$ cat src/hdl/assert_macros.svh
// Assertion macros shared by the fraction reducer modules.
`ifndef ASSERT_MACROS_SVH
`define ASSERT_MACROS_SVH

// Same-cycle implication, checked on every clock edge outside reset.
`define ASSERT_IMPLY(lbl, ante, cons) \
  lbl: assert property (@(posedge clk) disable iff (rst) (ante) |-> (cons)) \
    else $error("implication check failed");

// Next-cycle implication, checked on every clock edge outside reset.
`define ASSERT_NEXT(lbl, ante, cons) \
  lbl: assert property (@(posedge clk) disable iff (rst) (ante) |=> (cons)) \
    else $error("next-cycle check failed");

`endif

$ cat src/hdl/frd_pkg.sv
package frd_pkg;

  localparam int DATA_WIDTH = 32;
  localparam int CNT_W      = $clog2(DATA_WIDTH);

  // One fraction in
  typedef struct packed {
    logic signed [DATA_WIDTH-1:0] numerator_in;
    logic signed [DATA_WIDTH-1:0] denominator_in;
  } frd_in_t;

  // One reduced fraction out
  typedef struct packed {
    logic signed [DATA_WIDTH-1:0] numerator_out;
    logic signed [DATA_WIDTH-1:0] denominator_out;
    logic        [DATA_WIDTH-2:0] common_divisor;
  } frd_out_t;

  // Controller to datapath
  typedef struct packed {
    logic load;
    logic gcd_step;
    logic div_init;
    logic div_step;
    logic emit;
  } frd_cmd_t;

  // Datapath to controller
  typedef struct packed {
    logic zero;
    logic equal;
    logic div_last;
  } frd_status_t;

endpackage

$ cat src/hdl/fraction_reduce.sv
// Reduces one signed fraction to lowest terms and reports the common divisor.
// A transfer in happens on a clock edge with start high and busy low; the
// result then appears for exactly one cycle with done high and must be taken
// then, since the block cannot hold it. The work is a load step, the binary
// gcd loop (one halving or subtract per cycle, operand dependent), restoring
// division of both parts by the shared divisor over DATA_WIDTH quotient bits,
// and an output step. A zero numerator or denominator skips both loops.
// busy drops in the cycle done is shown, so the next fraction may start then.
module fraction_reduce
  import frd_pkg::*;
(
  input  logic     clk,
  input  logic     rst,
  input  logic     start,
  input  frd_in_t  operands,
  output logic     busy,
  output logic     done,
  output frd_out_t result
);

  frd_cmd_t    cmd;
  frd_status_t status;

  // Sequencer
  frd_ctrl u_ctrl (
    .clk    (clk),
    .rst    (rst),
    .start  (start),
    .status (status),
    .cmd    (cmd),
    .busy   (busy),
    .done   (done)
  );

  // Gcd and division datapath
  frd_datapath u_datapath (
    .clk      (clk),
    .rst      (rst),
    .operands (operands),
    .cmd      (cmd),
    .status   (status),
    .result   (result)
  );

endmodule

$ cat src/hdl/frd_ctrl.sv
`include "assert_macros.svh"

module frd_ctrl
  import frd_pkg::*;
(
  input  logic        clk,
  input  logic        rst,
  input  logic        start,
  input  frd_status_t status,
  output frd_cmd_t    cmd,
  output logic        busy,
  output logic        done
);

  typedef enum logic [3:0] {
    S_IDLE = 4'b0001,
    S_GCD  = 4'b0010,
    S_DIV  = 4'b0100,
    S_OUT  = 4'b1000
  } frd_state_t;

  frd_state_t state, state_next;

  // Next state and commands
  always_comb begin
    state_next = state;
    cmd        = '0;
    unique case (state)
      S_IDLE: begin
        if (start) begin
          cmd.load   = 1'b1;
          state_next = S_GCD;
        end
      end
      S_GCD: begin
        priority if (status.zero) begin
          state_next = S_OUT;
        end else if (status.equal) begin
          cmd.div_init = 1'b1;
          state_next   = S_DIV;
        end else begin
          cmd.gcd_step = 1'b1;
        end
      end
      S_DIV: begin
        cmd.div_step = 1'b1;
        if (status.div_last) begin
          state_next = S_OUT;
        end
      end
      S_OUT: begin
        cmd.emit   = 1'b1;
        state_next = S_IDLE;
      end
      default: begin
        state_next = S_IDLE;
      end
    endcase
  end

  // State and result strobe
  always_ff @(posedge clk) begin
    if (rst) begin
      state <= S_IDLE;
      done  <= 1'b0;
    end else begin
      state <= state_next;
      done  <= cmd.emit;
    end
  end

  assign busy = (state != S_IDLE);

  // Checks
  `ASSERT_NEXT(a_out_strobes, state == S_OUT, done && state == S_IDLE)
  `ASSERT_NEXT(a_start_busy, start && !busy, busy && !done)
  `ASSERT_IMPLY(a_one_cmd, 1'b1, $onehot0(cmd))

endmodule

$ cat src/hdl/frd_datapath.sv
`include "assert_macros.svh"

module frd_datapath
  import frd_pkg::*;
(
  input  logic        clk,
  input  logic        rst,
  input  frd_in_t     operands,
  input  frd_cmd_t    cmd,
  output frd_status_t status,
  output frd_out_t    result
);

  localparam int W = DATA_WIDTH;

  logic [W-1:0]     n_raw, d_raw, n_mag, d_mag;
  logic             n_sign, d_sign;
  logic [W-1:0]     a, b, g;
  logic [CNT_W-1:0] k, cnt;
  logic [W-1:0]     qn, qd, rn, rd;
  logic             nneg, dneg, zero;
  logic [W:0]       rn_sh, rd_sh;
  logic             n_fit, d_fit;
  logic [W-1:0]     diff_ab, diff_ba;

  // Magnitudes of the incoming parts
  assign n_raw  = operands.numerator_in;
  assign d_raw  = operands.denominator_in;
  assign n_sign = n_raw[W-1];
  assign d_sign = d_raw[W-1];
  assign n_mag  = n_sign ? (~n_raw + 1'b1) : n_raw;
  assign d_mag  = d_sign ? (~d_raw + 1'b1) : d_raw;

  // Binary gcd subtractors
  assign diff_ab = a - b;
  assign diff_ba = b - a;

  // One restoring-division bit for each part, shared divisor
  assign rn_sh = {rn, qn[W-1]};
  assign rd_sh = {rd, qd[W-1]};
  assign n_fit = (rn_sh >= {1'b0, g});
  assign d_fit = (rd_sh >= {1'b0, g});

  assign status.zero     = zero;
  assign status.equal    = (a == b);
  assign status.div_last = (cnt == CNT_W'(W - 1));

  always_ff @(posedge clk) begin
    // Capture the operands; quotients start as the magnitudes
    if (cmd.load) begin
      a    <= n_mag;
      b    <= d_mag;
      k    <= '0;
      qn   <= n_mag;
      qd   <= d_mag;
      nneg <= n_sign;
      dneg <= d_sign;
      zero <= (n_mag == '0) || (d_mag == '0);
      g    <= W'(1);
    end

    // Stein step: strip common twos, then halve or subtract
    if (cmd.gcd_step) begin
      priority if (!a[0] && !b[0]) begin
        a <= a >> 1;
        b <= b >> 1;
        k <= k + 1'b1;
      end else if (!a[0]) begin
        a <= a >> 1;
      end else if (!b[0]) begin
        b <= b >> 1;
      end else if (a > b) begin
        a <= diff_ab >> 1;
      end else begin
        b <= diff_ba >> 1;
      end
    end

    // Restore the common twos and clear the remainders
    if (cmd.div_init) begin
      g   <= a << k;
      rn  <= '0;
      rd  <= '0;
      cnt <= '0;
    end

    // One quotient bit per cycle for both parts
    if (cmd.div_step) begin
      rn  <= n_fit ? W'(rn_sh - {1'b0, g}) : rn_sh[W-1:0];
      rd  <= d_fit ? W'(rd_sh - {1'b0, g}) : rd_sh[W-1:0];
      qn  <= {qn[W-2:0], n_fit};
      qd  <= {qd[W-2:0], d_fit};
      cnt <= cnt + 1'b1;
    end

    // Put the signs back
    if (cmd.emit) begin
      result.numerator_out   <= nneg ? (~qn + 1'b1) : qn;
      result.denominator_out <= dneg ? (~qd + 1'b1) : qd;
      result.common_divisor  <= g[W-2:0];
    end
  end

  // Checks
  `ASSERT_IMPLY(a_gcd_nonzero, cmd.gcd_step, a != '0 && b != '0)
  `ASSERT_IMPLY(a_rem_below, cmd.div_step, rn < g && rd < g)
  `ASSERT_NEXT(a_div_start, cmd.div_init, g != '0 && cnt == '0)

endmodule
$ cat config.mk
export PLATFORM = sky130hd
export DESIGN_NAME = fraction_reduce
export DESIGN_NICKNAME = d
export VERILOG_FILES = /design/src/hdl/frd_pkg.sv /design/src/hdl/fraction_reduce.sv /design/src/hdl/frd_ctrl.sv /design/src/hdl/frd_datapath.sv
export VERILOG_INCLUDE_DIRS = /design/src /design/src/hdl
export SDC_FILE = /design/constraint.sdc
export NUM_CORES = 1
export LEC_CHECK = 0
export BUFFER_PORTS_ARGS = -buffer_cell sky130_fd_sc_hd__buf_2
export CAP_MARGIN = 5
export CORE_AREA = 2 2 265 267
export CTS_CLUSTER_DIAMETER = 40
export DETAILED_ROUTE_END_ITERATION = 10
export DIE_AREA = 0 0 267 269
export GPL_ROUTABILITY_DRIVEN = 0
export PLACE_DENSITY = 0.51
export REMOVE_ABC_BUFFERS = 1
export SLEW_MARGIN = 20
export SYNTH_ARGS = -nofsm -noshare
export SYNTH_HDL_FRONTEND = slang
export SYNTH_SLANG_ARGS = --single-unit
$ cat constraint.sdc
create_clock -name clk -period 10.1 [get_ports clk]
set_input_delay 1.01 -clock clk [delete_from_list [all_inputs] [get_ports clk]]
set_output_delay 1.01 -clock clk [all_outputs]
set_load 0.1 [all_outputs]
==> results of run 1 <==
[layer usage]
metal | global-route usage | up-vias | part of all wire
li1 | - | 9819 | -
met2 | 0.328 | 710 | 0.44
met3 | 0.0348 | 126 | 0.060
met5 | 0 | - | 0.00017
met1 | 0.301 | 10083 | 0.47
met4 | 0.0790 | 2 | 0.029
[cell type report]
| cell class | count | area (um2) |
|---|---|---|
| Inverter | 130 | 488 |
| Multi-Input combinational cell | 1981 | 13600 |
| Clock buffer | 86 | 2040 |
| Timing Repair Buffer | 183 | 973 |
| Fill cell | 6850 | 41100 |
| Clock inverter | 54 | 552 |
| Tap cell | 940 | 1180 |
| Sequential cell | 337 | 9380 |
| Antenna cell | 1 | 2.50 |
[power breakdown]
group | leakage [nW] | internal (mW) | switching (mW)
clock network | 1.25 | 1.63 | 0.884
registers | 2.91 | 1.61 | 0.172
logic | 6.55 | 0.662 | 1.01
total | 10.7 | 3.90 | 2.07
[through the flow]
step	setup TNS (ns)	setup WS, ns
2_1_floorplan	-91.42	-0.954
3_3_place_gp	0	5.06
3_5_place_dp	0	5.00
4_1_cts	0	5.59
5_1_grt	0	5.24
6_report	0	5.56
[worst register-to-register path, cell delays in order, from the launching register on]
cell and delay (ns):
dfxtp_1 0.46, inv_1 0.14, ha_1 0.23, fa_1 0.40, nand2b_1 0.20, a21oi_1 0.25, o21ai_0 0.35, o41ai_1 0.55
nor2_1 0.17, o21ai_0 0.30, nor2b_1 0.25, or3_1 0.75, nor3_1 0.15, a211o_1 0.25
[registers in the layout, indices dropped and copies added, names as in the netlist, 4 cells and up]
signal,flops
u_ctrl.state,4
u_datapath.g,32
u_datapath.qd,32
u_datapath.k,5
u_datapath.b,32
u_datapath.rd,32
u_datapath.rn,32
u_datapath.qn,32
u_datapath.cnt,5
u_datapath.result,95
u_datapath.a,32
[worst paths after layout]
kind,from,endpoint,slack (ns),cells past startpoint
setup / recovery,operands[36],u_datapath.zero$_DFFE_PP_,5.56,11
hold / removal,u_datapath.g[22]$_SDFFCE_PN0P_,u_datapath.result[22]$_DFFE_PP_,0.44,0
setup reg to reg,u_datapath.a[0]$_DFF_P_,u_datapath.b[18]$_DFF_P_,5.56,13
hold reg to reg,u_datapath.g[22]$_SDFFCE_PN0P_,u_datapath.result[22]$_DFFE_PP_,0.44,0
[cells in the mapped netlist, types with 6 or more instances]
cell type / number / area (um2)
nor2_1: 294 / 1100
edfxtp_1: 263 / 7900
a21oi_1: 214 / 1070
nand2_1: 191 / 717
o21ai_0: 152 / 761
ha_1: 135 / 1690
xnor2_1: 133 / 1160
inv_1: 129 / 484
clkbuf_1: 114 / 428
xor2_1: 93 / 815
dfxtp_1: 74 / 1480
mux2i_1: 67 / 671
a21o_1: 49 / 368
nand3_1: 45 / 225
a211oi_1: 43 / 323
o31ai_1: 35 / 263
nor3_1: 34 / 170
o221ai_1: 34 / 298
or3_1: 33 / 206
nand2b_1: 30 / 188
nor2b_1: 30 / 188
mux4_2: 26 / 586
nand4_1: 25 / 156
o211ai_1: 23 / 173
o41ai_1: 21 / 184
or4_1: 21 / 158
o21a_1: 20 / 150
and2_1: 19 / 119
o21bai_1: 18 / 135
and3_1: 15 / 93.8
nor4_1: 15 / 93.8
or2_2: 13 / 81.3
a31oi_1: 12 / 75.1
buf_1: 11 / 41.3
o22ai_1: 11 / 68.8
a221o_1: 10 / 100
a22oi_1: 8 / 60.1
mux2_2: 8 / 90.1
a21boi_0: 6 / 45.0
a221oi_1: 6 / 52.6
and4_1: 6 / 52.6
o31a_1: 6 / 52.6
[placed cells by master, fill, tap and decap left out, types with 26 or more instances in the layout]
cell type / netlist / routed
o31ai_1: 35 / 35
clkbuf_16: 0 / 80
nand3_1: 45 / 45
nand2b_1: 30 / 30
xnor2_1: 133 / 133
nor2b_1: 30 / 30
or3_1: 33 / 32
ha_1: 135 / 135
buf_2: 1 / 163
mux4_2: 26 / 26
nor2_1: 294 / 293
o21ai_0: 152 / 151
nor3_1: 34 / 32
a211oi_1: 43 / 43
a21oi_1: 214 / 214
nand2_1: 191 / 187
xor2_1: 93 / 93
inv_1: 129 / 129
dfxtp_1: 74 / 73
edfxtp_1: 263 / 263
o221ai_1: 34 / 34
a21o_1: 49 / 49
mux2i_1: 67 / 67
[logic make-up (layout without fill, tap and decap cells)]
| group | Yosys count | after routing |
|---|---|---|
| buffers and inverters | 257 | 453 |
| multiplexers | 101 | 101 |
| AND/OR/NAND/NOR | 792 | 792 |
| flip-flops | 337 | 337 |
| adder cells (fa/ha/maj) | 139 | 139 |
| XOR/XNOR | 226 | 226 |
| other | 0 | 1 |
| AO/OA/AOI/OAI | 723 | 723 |
==> impl_metrics.env, run 1 <==
export IMPL_remaining_drc_errors=0
export IMPL_numPortBuffers=163
export IMPL_grt_pass1_wl_um=119000
export IMPL_ctsHoldBuffers=0
export IMPL_rows=97
export IMPL_grt_pass1_vias=20119
export IMPL_setup_worst_path_end_class="register"
export IMPL_setup_violations=0
export IMPL_die_height_um=269
export IMPL_muxShareOfSynthArea=0.0564
export IMPL_wl_um=77400
export IMPL_period_minus_slack_ns=4.54
export IMPL_holdCritPathClass="register to register"
export IMPL_via_per_inst=5.59
export IMPL_cp_slowest_stage_delay_ns=0.79
export IMPL_critical_path_top_delay_family="simple AND/OR/NAND/NOR gates"
export IMPL_final_instance_count_excl_fill=3712
export IMPL_worst_pin_slew_ns=1.05
export IMPL_dp_hpwl_um=57600
export IMPL_clk_pin_slew_ns=0.05
export IMPL_antenna_found_initial=2
export IMPL_wl_per_cell_um=20.8
export IMPL_place_inst=3570
export IMPL_skew_ns=0.0372
export IMPL_synth_compound_area_share=0.196
export IMPL_hold_viol_final=0
export IMPL_cp_cell_sequence="buf_2 > nor4_1 > nand4_1 > or3_1 > or3_1 > nand2_1 > xor2_1 > nand4_1 > or4_1 > nor3_1 > a31o_1"
export IMPL_path_class="input pin to register"
export IMPL_fin_util=0.407
export IMPL_numCtsBuffers=75
export IMPL_synth_cell_type_count=78
export IMPL_post_cts_resize_count=0
export IMPL_clockBufferDepth=3
export IMPL_avgSynthCellArea_um2=9.28
export IMPL_power_density_nw_per_um2=212
export IMPL_synthSimpleGateAreaFrac=0.157
export IMPL_max_slew_margin_rel=0.301
export IMPL_cp_num_buf_inv=1
export IMPL_p_leak_nw=10.7
export IMPL_synth_area_um2=23900
export IMPL_start_util=0.345
export IMPL_synth_xor_area_frac=0.0829
export IMPL_yosys_register_bits=337
export IMPL_max_freq_mhz=220
export IMPL_cap_violations=0
export IMPL_synth_warnings=0
export IMPL_num_vias=20740
export IMPL_nets=2914
export IMPL_rsz0062_at_grt="no"
export IMPL_synth_flop_cell="edfxtp_1"
export IMPL_synth_top_family_by_area="compound AO/OA/AOI/OAI gates"
export IMPL_peakVddDrop_mv=0.109
export IMPL_crit_path_max_fanout=5
export IMPL_gr_total_overflow=0
export IMPL_post_cts_buffers=0
export IMPL_grt_total_usage=0.213
export IMPL_required_ns=10.58
export IMPL_area_growth_pct=18.1
export IMPL_placed_area_um2=25600
export IMPL_drt_initial_drc_count=1787
export IMPL_die_x_um=267
export IMPL_firstDrtPassIters=6
export IMPL_grt_max_degree=79
export IMPL_drive_above_1_share=0.142
export IMPL_dieArea_um2=71800
export IMPL_worst_hold_slack_ns=0.443
export IMPL_ios=164
export IMPL_fin_crit_sh=0.450
export IMPL_cts_tree="yes"
export IMPL_cts_root_buffer="clkbuf_16"
export IMPL_syn_inst=2575
export IMPL_worst_endpoint_arrival_ns=5.02
export IMPL_synthArstFlopShare=0
export IMPL_cp_start_kind="input pin"
export IMPL_outcome="finished, final reports clean"
export IMPL_ys_seq_area_frac=0.393
export IMPL_ant_nets=0
export IMPL_cp_slowest_cell="nor4_1"
export IMPL_postLayoutCellArea_um2=28200
export IMPL_drv_slew=0
export IMPL_clk_latency_ns=0.61
export IMPL_core_um2=69300
export IMPL_power_total_mw=5.97
export IMPL_cts_max_level=3
export IMPL_synth_edff_count=263
export IMPL_cts_sinks=337
export IMPL_synthAdderAreaFrac=0.0741
(Power assumes the default switching activity.)
==> inputs of run 2 (changes only) <==
ABC_AREA = 1   (was unset)
CORE_AREA = 2 2 285 287   (was 2 2 265 267)
DIE_AREA = 0 0 287 289   (was 0 0 267 269)
PLACE_DENSITY = 0.49   (was 0.51)
clock period = 4.65 ns   (was 10.1 ns; I/O delays follow)
==> impl_metrics.env, run 2 <==
export IMPL_die_height_um=289
export IMPL_crit_top_cell="nand2_1"
export IMPL_max_freq_mhz=271
export IMPL_post_cts_buffers=0
export IMPL_die_x_um=287
export IMPL_yosysTopAreaCell="edfxtp_1"
export IMPL_required_ns=5.17
export IMPL_drt_initial_drc_count=2149
export IMPL_cts_tree="yes"
export IMPL_synth_area_um2=27800
export IMPL_clk_latency_ns=0.64
export IMPL_fin_util=0.405
export IMPL_post_cts_resize_count=0
export IMPL_outcome="finished, final reports clean"
export IMPL_wl_um=103000
export IMPL_grt_max_degree=65
export IMPL_critical_path_top_delay_family="simple AND/OR/NAND/NOR gates"
export IMPL_n_antenna_cell=0
export IMPL_synthArstFlopShare=0
export IMPL_drive_above_1_share=0.0987
export IMPL_area_growth_pct=16.5
export IMPL_cts_sinks=337
export IMPL_worst_pin_slew_ns=1.06
export IMPL_worst_endpoint_arrival_ns=4.21
export IMPL_num_vias=27191
export IMPL_p_leak_nw=14.7
export IMPL_setup_worst_path_end_class="register"
export IMPL_rows=104
export IMPL_max_slew_margin_rel=0.284
export IMPL_synth_flop_cell="edfxtp_1"
export IMPL_power_density_nw_per_um2=475
export IMPL_synth_edff_count=263
export IMPL_fillers=8645
export IMPL_grt_total_usage=0.244
export IMPL_gr_total_overflow=0
export IMPL_ctsHoldBuffers=0
export IMPL_synth_top_area_share=0.284
export IMPL_nets=4422
export IMPL_firstDrtPassIters=6
export IMPL_peakVddDrop_mv=0.322
export IMPL_largest_register_ffs=95
export IMPL_path_class="register to register"
export IMPL_start_util=0.348
export IMPL_wl_per_cell_um=19.3
export IMPL_cts_max_level=3
export IMPL_period_minus_slack_ns=3.70
export IMPL_power_total_mw=15.4
export IMPL_core_um2=79900
export IMPL_ios=164
export IMPL_yosys_register_bits=337
export IMPL_cp_slowest_stage_delay_ns=0.56
export IMPL_syn_inst=4075
export IMPL_seqPwrFrac=0.252
export IMPL_top_register="u_datapath.result"
export IMPL_synth_warnings=0
export IMPL_grt_pass1_wl_um=156000
export IMPL_dp_hpwl_um=81500
export IMPL_setup_violations=0
export IMPL_intPower_mw=9.02
export IMPL_setup_tns_ns=0
export IMPL_fin_crit_sh=0.795
export IMPL_layout_cells_most_common="nand2_1"
export IMPL_grt_pass1_vias=26176
export IMPL_dieArea_um2=82900
export IMPL_cp_cell_sequence="inv_1 > ha_1 > fa_1 > inv_1 > nand3_1 > nand2_1 > nand2_1 > nand2_1 > nand2_1 > nand2_1 > nand2_1 > nand2_2 > nand3_4 > inv_2 > nand3_1 > nand3_1 > a21oi_1"
export IMPL_layout_common_cells="nand2_1 (1164), inv_1 (491), nor2_1 (447)"
export IMPL_via_per_inst=5.09
export IMPL_p_sw_mw=6.35
export IMPL_numCtsBuffers=80
export IMPL_cts_root_buffer="clkbuf_16"
export IMPL_power_frac_comb=0.374
export IMPL_numPortBuffers=163
export IMPL_ys_seq_area_frac=0.338
export IMPL_pwr_share_clk=0.374
export IMPL_remaining_drc_errors=0
export IMPL_rsz0062_at_grt="no"
export IMPL_clockBufferDepth=3
export IMPL_drv_slew=0
export IMPL_placed_area_um2=29600
export IMPL_synth_cell_type_count=59
export IMPL_avgSynthCellArea_um2=6.82
export IMPL_postLayoutCellArea_um2=32300
export IMPL_worst_hold_slack_ns=0.0655
export IMPL_ys_top_cells_by_area="edfxtp_1 (28%), nand2_1 (16%), inv_1 (6.6%)"
export IMPL_clk_pin_slew_ns=0.05
export IMPL_cp_slowest_cell="inv_2"
export IMPL_yosys_top_cells_count="nand2_1 (1167), inv_1 (492), nor2_1 (447)"
export IMPL_cp_start_kind="register"
export IMPL_ant_nets=0
export IMPL_skew_ns=0.0300
export IMPL_swShare=0.413
export IMPL_hold_viol_final=0
export IMPL_cp_num_buf_inv=3
export IMPL_antenna_found_initial=1
export IMPL_crit_path_max_fanout=26
export IMPL_yosysMostFrequentCell="nand2_1"
export IMPL_holdCritPathClass="input pin to register"
export IMPL_cap_violations=0
-- run 2: cell count changes in the layout (fill, tap and decap cells not counted), moves of 31 or more --
cell and change:
o31ai_1 -31, nand3_1 +245, inv_1 +362, nor2_1 +154, xnor2_1 -109, mux2i_1 -49, or3_1 -32, xor2_1 +35
a211oi_1 -41, a21o_1 -40, o221ai_1 -32, nand2_1 +977, o21ai_0 +164
-- run 2: kinds of logic (layout without fill, tap and decap cells) --
family / count (synthesis) / after routing / synth area share
buffers and inverters: 645 / 854 / 0.0918
XOR/XNOR: 152 / 152 / 0.0479
multiplexers: 18 / 18 / 0.00649
AND/OR/NAND/NOR: 2096 / 2096 / 0.318
adder cells (fa/ha/maj): 139 / 139 / 0.0637
flip-flops: 337 / 337 / 0.338
AO/OA/AOI/OAI: 688 / 688 / 0.134
-- run 2: power by group through the flow --
stage / registers, mW / logic, mW / clock network [mW]
4_1_cts: 3.87 / 5.67 / 5.84
5_1_grt: 3.90 / 6.37 / 5.98
6_report: 3.87 / 5.76 / 5.74
2_1_floorplan: 3.82 / 3.83 / 0
3_3_place_gp: 3.92 / 5.69 / 0
3_5_place_dp: 3.92 / 5.65 / 0
-- run 2: cell type report --
type                    count  area, um2  share of cell area
well taps                1060       1330              0.0410
inverters                 506       1900              0.0588
clock inverters            60        693              0.0214
flip-flops and latches    337       9380               0.290
repair buffers            198       1090              0.0337
clock buffers              90       2060              0.0637
multi-input cells        3093      15900               0.491
-- run 2: metrics by stage --
step,cells,setup WS [ns]
after floorplan,3936,-2.91
after global placement,5194,0.998
after detailed placement,5194,1.02
after CTS,5344,0.997
after global routing,5344,0.693
final,5344,0.955
-- run 2: per-layer routing --
layer | vias up | GRT usage | wire length (um)
met3 | 204 | 0.0339 | 4850
met5 | - | 0 | 0
met2 | 727 | 0.415 | 48700
met4 | 0 | 0.106 | 4710
met1 | 12585 | 0.309 | 44600
li1 | 13675 | - | -
-- run 2: path summary, 6_finish.rpt --
check             cells after the start                          start  slack [ns]                              to
setup reg to reg                     17        u_datapath.a[0]$_DFF_P_        0.95        u_datapath.a[25]$_DFF_P_
hold reg to reg                       0  u_datapath.g[9]$_SDFFCE_PP0P_        0.44  u_datapath.result[9]$_DFFE_PP_
hold / removal                        2                            rst        0.07    u_ctrl.state[1]$_SDFFE_PP0P_
setup / recovery                     17        u_datapath.a[0]$_DFF_P_        0.95        u_datapath.a[25]$_DFF_P_
